<file path="config.mk">
export PLATFORM = sky130hd
export DESIGN_NAME = historian_sample_compression
export DESIGN_NICKNAME = d
export VERILOG_FILES = /design/src/hw/rtl/hsc_pkg.sv /design/src/hw/rtl/hsc_div.sv /design/src/hw/rtl/historian_sample_compression.sv
export SDC_FILE = /design/constraint.sdc
export NUM_CORES = 2
export LEC_CHECK = 0
export BUFFER_PORTS_ARGS = -buffer_cell sky130_fd_sc_hd__buf_2
export CORE_ASPECT_RATIO = 0.6
export CORE_MARGIN = 5
export CORE_UTILIZATION = 56
export DETAILED_ROUTE_END_ITERATION = 10
export PLACE_DENSITY = 0.83
export SLEW_MARGIN = 20
export SYNTH_ARGS = -nofsm -noshare
export SYNTH_HDL_FRONTEND = slang
export SYNTH_HIERARCHICAL = 1
export SYNTH_SLANG_ARGS = --single-unit
</file>
<file path="constraint.sdc">
create_clock -name clk -period 20.4 [get_ports clk]
set_clock_uncertainty 0.05 [all_clocks]
set_input_delay 4.08 -clock clk [delete_from_list [all_inputs] [get_ports clk]]
set_output_delay 4.08 -clock clk [all_outputs]
set_load 0.01 [all_outputs]
</file>
<file path="src/hw/rtl/hsc_pkg.sv">
package hsc_pkg;

  localparam int TIME_BITS_DEF       = 48;
  localparam int VALUE_FRAC_BITS_DEF = 16;

  localparam int VALUE_W = 32;
  localparam int STIME_W = 48;
  localparam int COUNT_W = 32;
  localparam int DB_W    = 31;
  localparam int CFG_W   = 32;
  localparam int SLOPE_W = 64;
  // |value difference +/- deadband| fits in 33 bits
  localparam int MAG_W   = 33;

  localparam logic [31:0] MAX_INTERVAL_RST = 32'd60000;

  localparam logic [1:0] MODE_ALL     = 2'd0;
  localparam logic [1:0] MODE_DOOR    = 2'd1;
  localparam logic [1:0] MODE_DEADB   = 2'd2;
  localparam logic [1:0] MODE_DEADB_T = 2'd3;

  localparam logic [1:0] KIND_JUDGE = 2'd0;
  localparam logic [1:0] KIND_FORCE = 2'd1;
  localparam logic [1:0] KIND_CLEAR = 2'd2;

  localparam logic [1:0] REG_MODE     = 2'd0;
  localparam logic [1:0] REG_DEADBAND = 2'd1;
  localparam logic [1:0] REG_MAX_INT  = 2'd2;

endpackage

</file>
<file path="src/hw/rtl/hsc_div.sv">
module hsc_div #(
  parameter int DW = 49,
  parameter int VW = 48
) (
  input  logic          clk,
  input  logic          rst_n,
  input  logic          start,
  input  logic [DW-1:0] dividend,
  input  logic [VW-1:0] divisor,
  output logic          done,
  output logic [DW-1:0] quotient
);

  localparam int CNT_W = $clog2(DW + 1);

  logic             busy_r, busy_nxt;
  logic             done_r, done_nxt;
  logic [CNT_W-1:0] cnt_r, cnt_nxt;
  logic [DW-1:0]    quo_r, quo_nxt;
  logic [VW-1:0]    rem_r, rem_nxt;
  logic [VW-1:0]    dsr_r, dsr_nxt;
  logic [VW:0]      shifted;
  logic [VW:0]      trial;

  // restoring, one quotient bit per cycle
  always_comb begin
    busy_nxt = busy_r;
    done_nxt = 1'b0;
    cnt_nxt  = cnt_r;
    quo_nxt  = quo_r;
    rem_nxt  = rem_r;
    dsr_nxt  = dsr_r;
    shifted  = {rem_r, quo_r[DW-1]};
    trial    = shifted - {1'b0, dsr_r};
    if (busy_r) begin
      if (!trial[VW]) begin
        rem_nxt = trial[VW-1:0];
        quo_nxt = {quo_r[DW-2:0], 1'b1};
      end else begin
        rem_nxt = shifted[VW-1:0];
        quo_nxt = {quo_r[DW-2:0], 1'b0};
      end
      cnt_nxt = cnt_r - 1'b1;
      if (cnt_r == CNT_W'(1)) begin
        busy_nxt = 1'b0;
        done_nxt = 1'b1;
      end
    end else if (start) begin
      busy_nxt = 1'b1;
      cnt_nxt  = CNT_W'(DW);
      quo_nxt  = dividend;
      rem_nxt  = '0;
      dsr_nxt  = divisor;
    end
  end

  always_ff @(posedge clk) begin
    if (!rst_n) begin
      busy_r <= 1'b0;
      done_r <= 1'b0;
      cnt_r  <= '0;
    end else begin
      busy_r <= busy_nxt;
      done_r <= done_nxt;
      cnt_r  <= cnt_nxt;
    end
    quo_r <= quo_nxt;
    rem_r <= rem_nxt;
    dsr_r <= dsr_nxt;
  end

  assign done     = done_r;
  assign quotient = quo_r;

endmodule

</file>
<file path="src/hw/rtl/historian_sample_compression.sv">
// channel | dir | signals                          | payload
// in      | in  | in_tvalid/in_tready              | tuser: kind; tdata: value, time
// out     | out | out_tvalid/out_tready            | tuser: store; tdata: value, time,
//         |     |                                  |   count_in, count_out
// cfg     | in  | cfg_we/cfg_index/cfg_wdata       | mode, deadband, max_interval_ms
// Swinging-door judge items (door mode, not awaiting a kept sample, nonzero time step)
// pass from EVAL through DIVU and DIVL, two passes through the shared bit-serial divider,
// to WRITE, which loads the result register; all other items go from EVAL to WRITE. WRITE
// waits while an untaken result is held. in_tready rises with the result load.
// Synchronous active-low reset; state returns to reset values, no clearing pass.
// in_tready is high only when the sequencer is idle; one result register lets
// the next item be taken while a result waits on out_tready.
module historian_sample_compression
  import hsc_pkg::*;
#(
  parameter int TIME_BITS       = TIME_BITS_DEF,
  parameter int VALUE_FRAC_BITS = VALUE_FRAC_BITS_DEF
) (
  input  logic          clk,
  input  logic          rst_n,
  input  logic          in_tvalid,
  output logic          in_tready,
  input  logic [79:0]   in_tdata,   // [31:0] sample_value, [79:32] sample_time
  input  logic [1:0]    in_tuser,   // [1:0] kind
  output logic          out_tvalid,
  input  logic          out_tready,
  output logic [143:0]  out_tdata,  // [31:0] out_value, [79:32] out_time,
                                    // [111:80] count_in, [143:112] count_out
  output logic [0:0]    out_tuser,  // [0] store
  input  logic          cfg_we,
  input  logic [1:0]    cfg_index,
  input  logic [CFG_W-1:0] cfg_wdata
);

  localparam int SLOPE_SHIFT = 32 - VALUE_FRAC_BITS;
  localparam int DW          = MAG_W + SLOPE_SHIFT;

  typedef enum logic [2:0] {S_IDLE, S_EVAL, S_DIVU, S_DIVL, S_WRITE} state_t;

  state_t state_r, state_nxt;

  logic [1:0]          mode_r, mode_nxt;
  logic [DB_W-1:0]     deadband_r, deadband_nxt;
  logic [31:0]         max_int_r, max_int_nxt;

  logic [1:0]          kind_r, kind_nxt;
  logic [VALUE_W-1:0]  value_r, value_nxt;
  logic [STIME_W-1:0]  stime_r, stime_nxt;
  logic                st_r, st_nxt;

  logic                await_r, await_nxt;
  logic [VALUE_W-1:0]  kept_value_r, kept_value_nxt;
  logic [TIME_BITS-1:0] kept_time_r, kept_time_nxt;
  logic signed [SLOPE_W-1:0] upper_r, upper_nxt;
  logic signed [SLOPE_W-1:0] lower_r, lower_nxt;
  logic signed [SLOPE_W-1:0] su_r, su_nxt;
  logic [COUNT_W-1:0]  seen_r, seen_nxt;
  logic [COUNT_W-1:0]  stored_r, stored_nxt;

  logic                out_tvalid_r, out_tvalid_nxt;
  logic [143:0]        out_tdata_r, out_tdata_nxt;
  logic                out_store_r, out_store_nxt;

  logic [TIME_BITS-1:0] t_cur;
  logic [TIME_BITS-1:0] dt;
  logic [32:0]         diff;
  logic [32:0]         dev;
  logic [33:0]         num_u, num_l, abs_u, abs_l;
  logic                neg_u, neg_l;
  logic [DW-1:0]       dvd_u, dvd_l;
  logic [SLOPE_W-1:0]  q64;
  logic signed [SLOPE_W-1:0] slope_new, new_up, new_lo;
  logic                start_lower;

  logic                div_start;
  logic                div_done;
  logic [DW-1:0]       div_quo;

  assign t_cur = TIME_BITS'(stime_r);
  assign dt    = t_cur - kept_time_r;
  assign diff  = {value_r[VALUE_W-1], value_r} - {kept_value_r[VALUE_W-1], kept_value_r};
  assign dev   = diff[32] ? (33'd0 - diff) : diff;
  assign num_u = {diff[32], diff} + {3'b000, deadband_r};
  assign num_l = {diff[32], diff} - {3'b000, deadband_r};
  assign neg_u = num_u[33];
  assign neg_l = num_l[33];
  assign abs_u = neg_u ? (34'd0 - num_u) : num_u;
  assign abs_l = neg_l ? (34'd0 - num_l) : num_l;
  assign dvd_u = DW'(abs_u[MAG_W-1:0]) << SLOPE_SHIFT;
  assign dvd_l = DW'(abs_l[MAG_W-1:0]) << SLOPE_SHIFT;

  assign q64       = SLOPE_W'(div_quo);
  assign slope_new = (state_r == S_DIVL ? neg_l : neg_u) ? $signed(-q64) : $signed(q64);
  assign new_up    = (su_r < upper_r) ? su_r : upper_r;
  assign new_lo    = (slope_new > lower_r) ? slope_new : lower_r;

  hsc_div #(
    .DW (DW),
    .VW (TIME_BITS)
  ) u_div (
    .clk      (clk),
    .rst_n    (rst_n),
    .start    (div_start),
    .dividend (start_lower ? dvd_l : dvd_u),
    .divisor  (dt),
    .done     (div_done),
    .quotient (div_quo)
  );

  always_comb begin
    state_nxt      = state_r;
    mode_nxt       = mode_r;
    deadband_nxt   = deadband_r;
    max_int_nxt    = max_int_r;
    kind_nxt       = kind_r;
    value_nxt      = value_r;
    stime_nxt      = stime_r;
    st_nxt         = st_r;
    await_nxt      = await_r;
    kept_value_nxt = kept_value_r;
    kept_time_nxt  = kept_time_r;
    upper_nxt      = upper_r;
    lower_nxt      = lower_r;
    su_nxt         = su_r;
    seen_nxt       = seen_r;
    stored_nxt     = stored_r;
    out_tvalid_nxt = out_tvalid_r && !out_tready;
    out_tdata_nxt  = out_tdata_r;
    out_store_nxt  = out_store_r;
    div_start      = 1'b0;
    start_lower    = 1'b0;

    if (cfg_we) begin
      case (cfg_index)
        REG_MODE:     mode_nxt     = cfg_wdata[1:0];
        REG_DEADBAND: deadband_nxt = cfg_wdata[DB_W-1:0];
        REG_MAX_INT:  max_int_nxt  = cfg_wdata[31:0];
        default: ;
      endcase
    end

    case (state_r)
      S_IDLE: begin
        if (in_tvalid) begin
          kind_nxt  = in_tuser;
          value_nxt = in_tdata[31:0];
          stime_nxt = in_tdata[79:32];
          state_nxt = S_EVAL;
        end
      end
      S_EVAL: begin
        st_nxt    = 1'b0;
        state_nxt = S_WRITE;
        case (kind_r)
          KIND_JUDGE: begin
            seen_nxt = seen_r + 1'b1;
            if (mode_r == MODE_ALL) begin
              st_nxt = 1'b1;
            end else if (await_r) begin
              st_nxt = 1'b1;
            end else if (mode_r == MODE_DOOR) begin
              if (dt != '0) begin
                div_start = 1'b1;
                state_nxt = S_DIVU;
              end
            end else if (dev > {2'b00, deadband_r} ||
                         (mode_r == MODE_DEADB_T && dt >= TIME_BITS'(max_int_r))) begin
              st_nxt = 1'b1;
            end
            if (mode_r != MODE_ALL && st_nxt) begin
              kept_value_nxt = value_r;
              kept_time_nxt  = t_cur;
              await_nxt      = 1'b0;
            end
            if (st_nxt) stored_nxt = stored_r + 1'b1;
          end
          KIND_FORCE: begin
            kept_value_nxt = value_r;
            kept_time_nxt  = t_cur;
            await_nxt      = 1'b0;
            upper_nxt      = '0;
            lower_nxt      = '0;
            seen_nxt       = seen_r + 1'b1;
            stored_nxt     = stored_r + 1'b1;
            st_nxt         = 1'b1;
          end
          KIND_CLEAR: begin
            await_nxt      = 1'b1;
            kept_value_nxt = '0;
            kept_time_nxt  = '0;
            upper_nxt      = '0;
            lower_nxt      = '0;
            seen_nxt       = '0;
            stored_nxt     = '0;
          end
          default: ;
        endcase
      end
      S_DIVU: begin
        if (div_done) begin
          su_nxt      = slope_new;
          div_start   = 1'b1;
          start_lower = 1'b1;
          state_nxt   = S_DIVL;
        end
      end
      S_DIVL: begin
        if (div_done) begin
          state_nxt = S_WRITE;
          if (upper_r == '0 && lower_r == '0) begin
            upper_nxt = su_r;
            lower_nxt = slope_new;
          end else if (new_up >= new_lo) begin
            upper_nxt = new_up;
            lower_nxt = new_lo;
          end else begin
            kept_value_nxt = value_r;
            kept_time_nxt  = t_cur;
            await_nxt      = 1'b0;
            upper_nxt      = '0;
            lower_nxt      = '0;
            stored_nxt     = stored_r + 1'b1;
            st_nxt         = 1'b1;
          end
        end
      end
      S_WRITE: begin
        if (!out_tvalid_r || out_tready) begin
          out_tvalid_nxt = 1'b1;
          out_tdata_nxt  = {stored_r, seen_r, stime_r, value_r};
          out_store_nxt  = st_r;
          state_nxt      = S_IDLE;
        end
      end
      default: state_nxt = S_IDLE;
    endcase
  end

  always_ff @(posedge clk) begin
    if (!rst_n) begin
      state_r      <= S_IDLE;
      mode_r       <= MODE_ALL;
      deadband_r   <= '0;
      max_int_r    <= MAX_INTERVAL_RST;
      await_r      <= 1'b1;
      kept_value_r <= '0;
      kept_time_r  <= '0;
      upper_r      <= '0;
      lower_r      <= '0;
      seen_r       <= '0;
      stored_r     <= '0;
      out_tvalid_r <= 1'b0;
    end else begin
      state_r      <= state_nxt;
      mode_r       <= mode_nxt;
      deadband_r   <= deadband_nxt;
      max_int_r    <= max_int_nxt;
      await_r      <= await_nxt;
      kept_value_r <= kept_value_nxt;
      kept_time_r  <= kept_time_nxt;
      upper_r      <= upper_nxt;
      lower_r      <= lower_nxt;
      seen_r       <= seen_nxt;
      stored_r     <= stored_nxt;
      out_tvalid_r <= out_tvalid_nxt;
    end
    kind_r      <= kind_nxt;
    value_r     <= value_nxt;
    stime_r     <= stime_nxt;
    st_r        <= st_nxt;
    su_r        <= su_nxt;
    out_tdata_r <= out_tdata_nxt;
    out_store_r <= out_store_nxt;
  end

  assign in_tready  = (state_r == S_IDLE);
  assign out_tvalid = out_tvalid_r;
  assign out_tdata  = out_tdata_r;
  assign out_tuser  = out_store_r;

  // an open door never has its upper edge below its lower edge
  a_door_order: assert property (@(posedge clk) disable iff (!rst_n)
    upper_r >= lower_r)
    else $error("door slopes crossed");

  a_div_done_state: assert property (@(posedge clk) disable iff (!rst_n)
    div_done |-> (state_r == S_DIVU || state_r == S_DIVL))
    else $error("divider finished outside a door step");

  a_accept_eval: assert property (@(posedge clk) disable iff (!rst_n)
    (in_tvalid && in_tready) |=> (state_r == S_EVAL))
    else $error("accepted item not evaluated");

  a_write_loads: assert property (@(posedge clk) disable iff (!rst_n)
    (state_r == S_WRITE && (!out_tvalid_r || out_tready)) |=> (out_tvalid_r && state_r == S_IDLE))
    else $error("result not loaded");

  a_await_door: assert property (@(posedge clk) disable iff (!rst_n)
    await_r |-> (upper_r == '0 && lower_r == '0))
    else $error("door open before first kept sample");

endmodule
</file>
=== Word level (Yosys, flattened, before mapping) ===
Cells that the tools add are included.

* Bits in registers: 787
* Input port bits: 121
* Output and inout port bits: 147
* Word-level logic and storage cells: 184

* $add $sub $neg: 12
* Magnitude comparators: 5
* Eq/ne operators: 21
* Mux-type cells: 85
* Bitwise operators: 1
* Reductions and logical operators: 35

{| class="wikitable"
|+ Operators with widths
! cell !! count
|-
| $mux W64 || 10
|-
| $mux W48 || 7
|-
| $mux W32 || 8
|-
| $pmux W64 S2 || 2
|-
| $pmux W32 S2 || 3
|-
| $pmux W32 S3 || 2
|-
| $mux W49 || 3
|-
| $pmux W48 S3 || 1
|-
| $logic_not A64 Y1 || 2
|-
| $mux W33 || 3
|-
| $sub A1 B33 Y33 const A || 3
|-
| $pmux W48 S2 || 1
|-
| $add A32 B1 Y32 const B || 2
|-
| $ge A64 B64 Y1 || 1
|-
| $gt A64 B64 Y1 || 1
|-
| $lt A64 B64 Y1 || 1
|-
| $neg A49 Y64 || 1
|-
| $sub A49 B48 Y49 || 1
|-
| $ge A48 B32 Y1 || 1
|-
| $reduce_bool A48 Y1 || 1
|-
| $sub A48 B48 Y48 || 1
|-
| $add A33 B32 Y34 || 1
|-
| $sub A33 B32 Y34 || 1
|-
| $gt A33 B31 Y1 || 1
|-
| other kinds (30) || 101
|}

=== Depth between registers and ports, before layout ===
* Word-level depth: 15
* Gate-level depth with buffers: 56

=== Hierarchy ===
Netlist, hierarchy kept.

{| class="wikitable"
|+ By module, submodules not included
! module !! instances !! cells each !! area an instance (sq um) !! seq. area each (sq um)
|-
| historian_sample_compression || 1 || 5046 || 43392.9 || 15615.0
|-
| hsc_div || 1 || 880 || 9056.2 || 4514.3
|}

=== Worst setup path after synthesis ===
No wires, ideal clock.

* Path kind: flip-flop to flip-flop
* Start point: reg value_r[0]
* End point: reg lower_r[39]
* Data arrival time: 11.505 ns
* Data required time: 20.290 ns
* Path slack: 8.786 ns
* Stages on the path, launching flop included: 53
* Path buffers: 10
* Cells stage by stage: edfxtp_1 > inv_1 > ha_1 > inv_1 > fa_1 > a211oi_1 > o21ai_0 > nand4_1 > nand3_1 > and3b_1 > or2_2 > clkbuf_1 > ha_1 > clkbuf_1 > inv_1 > a21o_1 > a21oi_1 > a31oi_1 > (+17 left out) > clkbuf_1 > clkbuf_1 > clkbuf_1 > a21oi_1 > ha_1 > nand4_1 > or3_1 > nand3b_1 > nor3_1 > and3b_1 > a211oi_1 > nand3_1 > mux2i_1 > nand2_1 > a211oi_1 > clkbuf_1 > clkbuf_1 > a22o_1

* Word-level cells in the longest chain between the ends: 11
* Elaborated cells between the ends (all ways): 12

{| class="wikitable"
|+ RTL lines
! element !! RTL line !! RTL
|-
| start: declaration || historian_sample_compression.sv:47 || <nowiki>logic [VALUE_W-1:0] value_r, value_nxt;</nowiki>
|-
| start signal: assignment || historian_sample_compression.sv:268 || <nowiki>value_r <= value_nxt;</nowiki>
|-
| $sub A32 B32 Y33 * || historian_sample_compression.sv:81 || <nowiki>assign diff = {value_r[VALUE_W-1], value_r} - {kept_value_r[VALUE_W-1], kept_value_r};</nowiki>
|-
| $add A33 B32 Y34 or $sub A33 B32 Y34 (tied branches) || historian_sample_compression.sv:83, historian_sample_compression.sv:84 ||
|-
| $mux W1 * || historian_sample_compression.sv:93 || <nowiki>assign slope_new = (state_r == S_DIVL ? neg_l : neg_u) ? $signed(-q64) : $signed(q64);</nowiki>
|-
| $mux W64 * || historian_sample_compression.sv:93 ||
|-
| via slope_new[53] || historian_sample_compression.sv:72 || <nowiki>logic signed [SLOPE_W-1:0] slope_new, new_up, new_lo;</nowiki>
|-
| $gt A64 B64 Y1 || historian_sample_compression.sv:95 || <nowiki>assign new_lo = (slope_new > lower_r) ? slope_new : lower_r;</nowiki>
|-
| $mux W64 * || historian_sample_compression.sv:95 ||
|-
| $ge A64 B64 Y1 || historian_sample_compression.sv:213 || <nowiki>end else if (new_up >= new_lo) begin</nowiki>
|-
| $mux W64 * || historian_sample_compression.sv:213 ||
|-
| $mux W64 * || historian_sample_compression.sv:210 || <nowiki>if (upper_r == '0 && lower_r == '0) begin</nowiki>
|-
| $mux W64 * || historian_sample_compression.sv:208 || <nowiki>if (div_done) begin</nowiki>
|-
| $pmux W64 S2 * || historian_sample_compression.sv:142 || <nowiki>case (state_r)</nowiki>
|-
| end signal: assignment || historian_sample_compression.sv:262 || <nowiki>lower_r <= lower_nxt;</nowiki>
|-
| end: declaration || historian_sample_compression.sv:55 || <nowiki>logic signed [SLOPE_W-1:0] lower_r, lower_nxt;</nowiki>
|}

The timed path passes the listed nets; every way through them passes the cells marked *. The select of a mux whose other input is x is not followed.
A chain may end at the register's enable or synchronous reset.

=== Worst setup path in the final report ===
* Start point: reg value_r[0]
* End point: reg stored_r[5]

* Elaborated cells between the ends (all ways): 21

{| class="wikitable"
|+ RTL lines
! element !! RTL line !! RTL
|-
| $sub A32 B32 Y33 * || historian_sample_compression.sv:81 ||
|-
| $add A33 B32 Y34 or $sub A33 B32 Y34 (tied branches) || historian_sample_compression.sv:83, historian_sample_compression.sv:84 ||
|-
| $mux W1 * || historian_sample_compression.sv:93 ||
|-
| $mux W64 * || historian_sample_compression.sv:93 ||
|-
| via slope_new[30] || historian_sample_compression.sv:72 ||
|-
| $gt A64 B64 Y1 || historian_sample_compression.sv:95 ||
|-
| $mux W64 * || historian_sample_compression.sv:95 ||
|-
| $ge A64 B64 Y1 * || historian_sample_compression.sv:213 ||
|-
| $ne A2 B2 Y1 (no line) * || - ||
|-
| $reduce_and A6 Y1 (no line) * || - ||
|-
| end signal: assignment || historian_sample_compression.sv:264 || <nowiki>stored_r <= stored_nxt;</nowiki>
|-
| end: declaration || historian_sample_compression.sv:58 || <nowiki>logic [COUNT_W-1:0] stored_r, stored_nxt;</nowiki>
|}

Marked as above.

==> impl_metrics.env <==
export IMPL_status="complete, no violations"
export IMPL_grtUsageTotal=0.316
export IMPL_max_slew_margin=0.233
export IMPL_wl_per_cell_um=22.3
export IMPL_synth_edf_count=437
export IMPL_swShare=0.346
export IMPL_rsz0062_at_grt="no"
export IMPL_synth_seq_cells=787
export IMPL_yosys_cell_types_count=106
export IMPL_holdPathEnd="out_tuser"
export IMPL_synthCells=5926
export IMPL_grt_pass1_wl_um=250000
export IMPL_synth_compound_area_frac=0.202
export IMPL_worstPathArrival_ns=16.12
export IMPL_cts_resized=0
export IMPL_synth_simple_area_share=0.172
export IMPL_synth_top_family_by_area="compound AO/OA/AOI/OAI gates"
export IMPL_htreeDepth=3
export IMPL_syn_area_per_cell_um2=8.85
export IMPL_fin_nets=6638
export IMPL_ys_seq_area_frac=0.384
export IMPL_end_kind="register"
export IMPL_p_per_area_nw_per_um2=81.9
export IMPL_io_pins=268
export IMPL_tightestPinTransition_ns=1.15
export IMPL_seqPwrFrac=0.373
export IMPL_synth_top_cell_by_area="edfxtp_1"
export IMPL_hp_start="st_r"
export IMPL_vias=47200
export IMPL_start_util=0.568
export IMPL_grt_max_degree=187
export IMPL_synth_mux_area_frac=0.0312
export IMPL_clk_pin_slew_worst_paths_ns=0.09
export IMPL_postCtsSetupRepairBufs=0
export IMPL_synth_warning_count=6
export IMPL_antenna_found_initial=6
export IMPL_path_depth=47
export IMPL_portBuffers=267
export IMPL_async_flop_share=0
export IMPL_worstSkewPairLatency_ns=0.68
export IMPL_rows=86
export IMPL_route_detailed_drc=0
export IMPL_irDropWorstVdd_mv=0.0934
export IMPL_slowest_stage="a41oi_4"
export IMPL_cts_sinks=787
export IMPL_reg2reg_depth=47
export IMPL_internal_power_mw=3.07
export IMPL_synth_area_um2=52400
export IMPL_synth_main_ff_cell="edfxtp_1"
export IMPL_switching_power_mw=1.63
export IMPL_place_congestion=1.03
export IMPL_p_comb_frac=0.311
export IMPL_finalWirelength_um=164000
export IMPL_first_pass_iters=6
export IMPL_crit_buf_inv=5
export IMPL_placeableCoreArea_um2=92300
export IMPL_dpl_hpwl_um=124000
export IMPL_cts_buffer_depth=3
export IMPL_vias_per_cell=6.41
export IMPL_min_period_ns=15.64
export IMPL_post_route_util=0.621
export IMPL_dieWidth_um=405
export IMPL_synthXorXnorAreaFrac=0.0479
export IMPL_root_buffer="clkbuf_16"
export IMPL_hold_path_class="reg2reg"
export IMPL_area_growth_pct=9.30
export IMPL_postCtsHoldBufs=0
export IMPL_gr_total_overflow=0
export IMPL_synthTopCellsByArea="edfxtp_1 (25%), dfxtp_1 (13%), ha_1 (11%)"
export IMPL_setup_viol=0
export IMPL_die_y_um=247
export IMPL_leakage_nw=21.4
export IMPL_r2r_end="stored_r[5]"
export IMPL_cts_buffers=76
export IMPL_power_frac_clock=0.316
export IMPL_detail_route_antenna_nets=0
export IMPL_fin_setup_tns_ns=0
export IMPL_drv_cap=0
export IMPL_cp_required_ns=20.87
export IMPL_tritoncts="done"
export IMPL_critical_path_max_stage_delay_ns=0.92
export IMPL_worstReg2RegStart="value_r[0]"
export IMPL_finalHoldViolCount=0
export IMPL_cp_max_fo=38
export IMPL_synthAdderAreaFrac=0.110
export IMPL_crit_type="reg2reg"
export IMPL_fin_crit_sh=0.767
export IMPL_grt_pass1_vias=42800
export IMPL_whs_path_depth=0
export IMPL_path_delay_family="compound AO/OA/AOI/OAI gates"
export IMPL_slew_violations=0
export IMPL_startpoint_type="register"
export IMPL_netlist_area_leader_share=0.250
export IMPL_drive_gt1_frac=0.0943
export IMPL_drtIter0Drc=6831
export IMPL_max_freq_mhz=63.9
export IMPL_die_area_um2=100000
export IMPL_reg2reg_slack_ns=4.76
layout by cell type (no fill, tap or decap), types with 41 or more instances in the layout:
cell type and instances:
a211oi_1 44, a21boi_0 75, a21o_1 144, a21oi_1 453, a22o_1 49, a31oi_1 47, buf_2 266, buf_4 43
clkbuf_16 78, dfxtp_1 349, edfxtp_1 437, ha_1 454, inv_1 435, mux2_2 53, mux2i_1 103, nand2_1 666
nand3_1 257, nand4_1 129, nor2_1 339, nor2b_1 47, nor3_1 107, nor4_1 68, o211ai_1 42, o21a_1 41
o21ai_0 423, or3_1 43, xnor2_1 179, xor2_1 108
flip-flops by register name (all words and copies together) (netlist names), 31 cells and up:
name            cells
kept_value_r       32
max_int_r          32
u_div/quotient     49
lower_r            64
u_div/rem_r        48
stime_r            48
deadband_r         31
value_r            32
upper_r            64
kept_time_r        48
su_r               64
stored_r           32
u_div/dsr_r        48
seen_r             32
out_tdata         144
metal layers:
| layer | GRT usage | share of wire |
|---|---|---|
| met2 | 0.420 | 0.39 |
| met4 | 0.0830 | 0.027 |
| met3 | 0.108 | 0.14 |
| met5 | 0 | 0 |
| met1 | 0.483 | 0.45 |
synthesized netlist by cell type (14+ instances only):
cell	n
a2111oi_0	16
a211oi_1	45
a21boi_0	75
a21o_1	145
a21oi_1	455
a22o_1	49
a31o_2	14
a31oi_1	48
and2_1	40
and3_1	35
and4_1	15
buf_1	23
buf_2	24
clkbuf_1	216
dfxtp_1	350
edfxtp_1	437
ha_1	454
inv_1	435
mux2_2	53
mux2i_1	104
nand2_1	668
nand2b_1	30
nand3_1	257
nand3b_1	17
nand4_1	129
nor2_1	340
nor2b_1	49
nor3_1	110
nor4_1	68
o211a_1	18
o211ai_1	42
o21a_1	41
o21ai_0	425
o21bai_1	27
o31ai_1	35
o41ai_1	22
or2_2	19
or3_1	43
or4_1	15
xnor2_1	179
xor2_1	108
worst max-delay path by stage:
stage	to	startpoint
6_report	stored_r[5]	value_r[0]
3_3_place_gp	stored_r[21]	value_r[0]
4_1_cts	stored_r[5]	value_r[0]
3_5_place_dp	stored_r[8]	value_r[0]
2_1_floorplan	lower_r[39]	value_r[0]
5_1_grt	stored_r[5]	value_r[0]
metrics by stage:
step | setup slack, ns | hold slack [ns] | instance area [µm²] | power, mW | std cells
global route | 4.04 | 0.375 | 57300 | 4.91 | 7356
global placement | 5.80 | 0.353 | 54700 | 3.14 | 7210
detailed placement | 5.41 | 0.376 | 54700 | 3.18 | 7210
CTS | 5.24 | 0.348 | 57300 | 4.65 | 7350
floorplan | 8.79 | 0.350 | 52500 | 2.79 | 5941
finish | 4.76 | 0.349 | 57300 | 4.69 | 7357
logic make-up (layout without fill, tap and decap cells):
family                     Yosys count  after routing
AOI/OAI and AO/OA                 1638           1638
xor gates and xnor gates           287            287
buffers and inverters              711            890
DFF                                787            787
and+or+nand+nor                   1886           1886
other                                1             21
muxes                              157            157
adders and majority gates          459            459
power groups by stage:
stage          clock network [mW]  logic, mW  registers (mW)
2_1_floorplan                   0       1.01            1.78
3_3_place_gp                    0       1.36            1.78
3_5_place_dp                    0       1.39            1.78
4_1_cts                      1.50       1.40            1.75
5_1_grt                      1.57       1.59            1.75
6_report                     1.48       1.46            1.75
cell type report:
class	count	area [µm²]
Clock buffer	99	2070
Inverter	437	1640
Tap cell	1232	1540
Sequential cell	787	20100
Timing Repair Buffer	313	1710
Multi-Input combinational cell	4443	29700
Fill cell	7656	35000
Clock inverter	41	473
Antenna cell	5	12.5
Note: power is estimated with default switching activity, not from simulation.
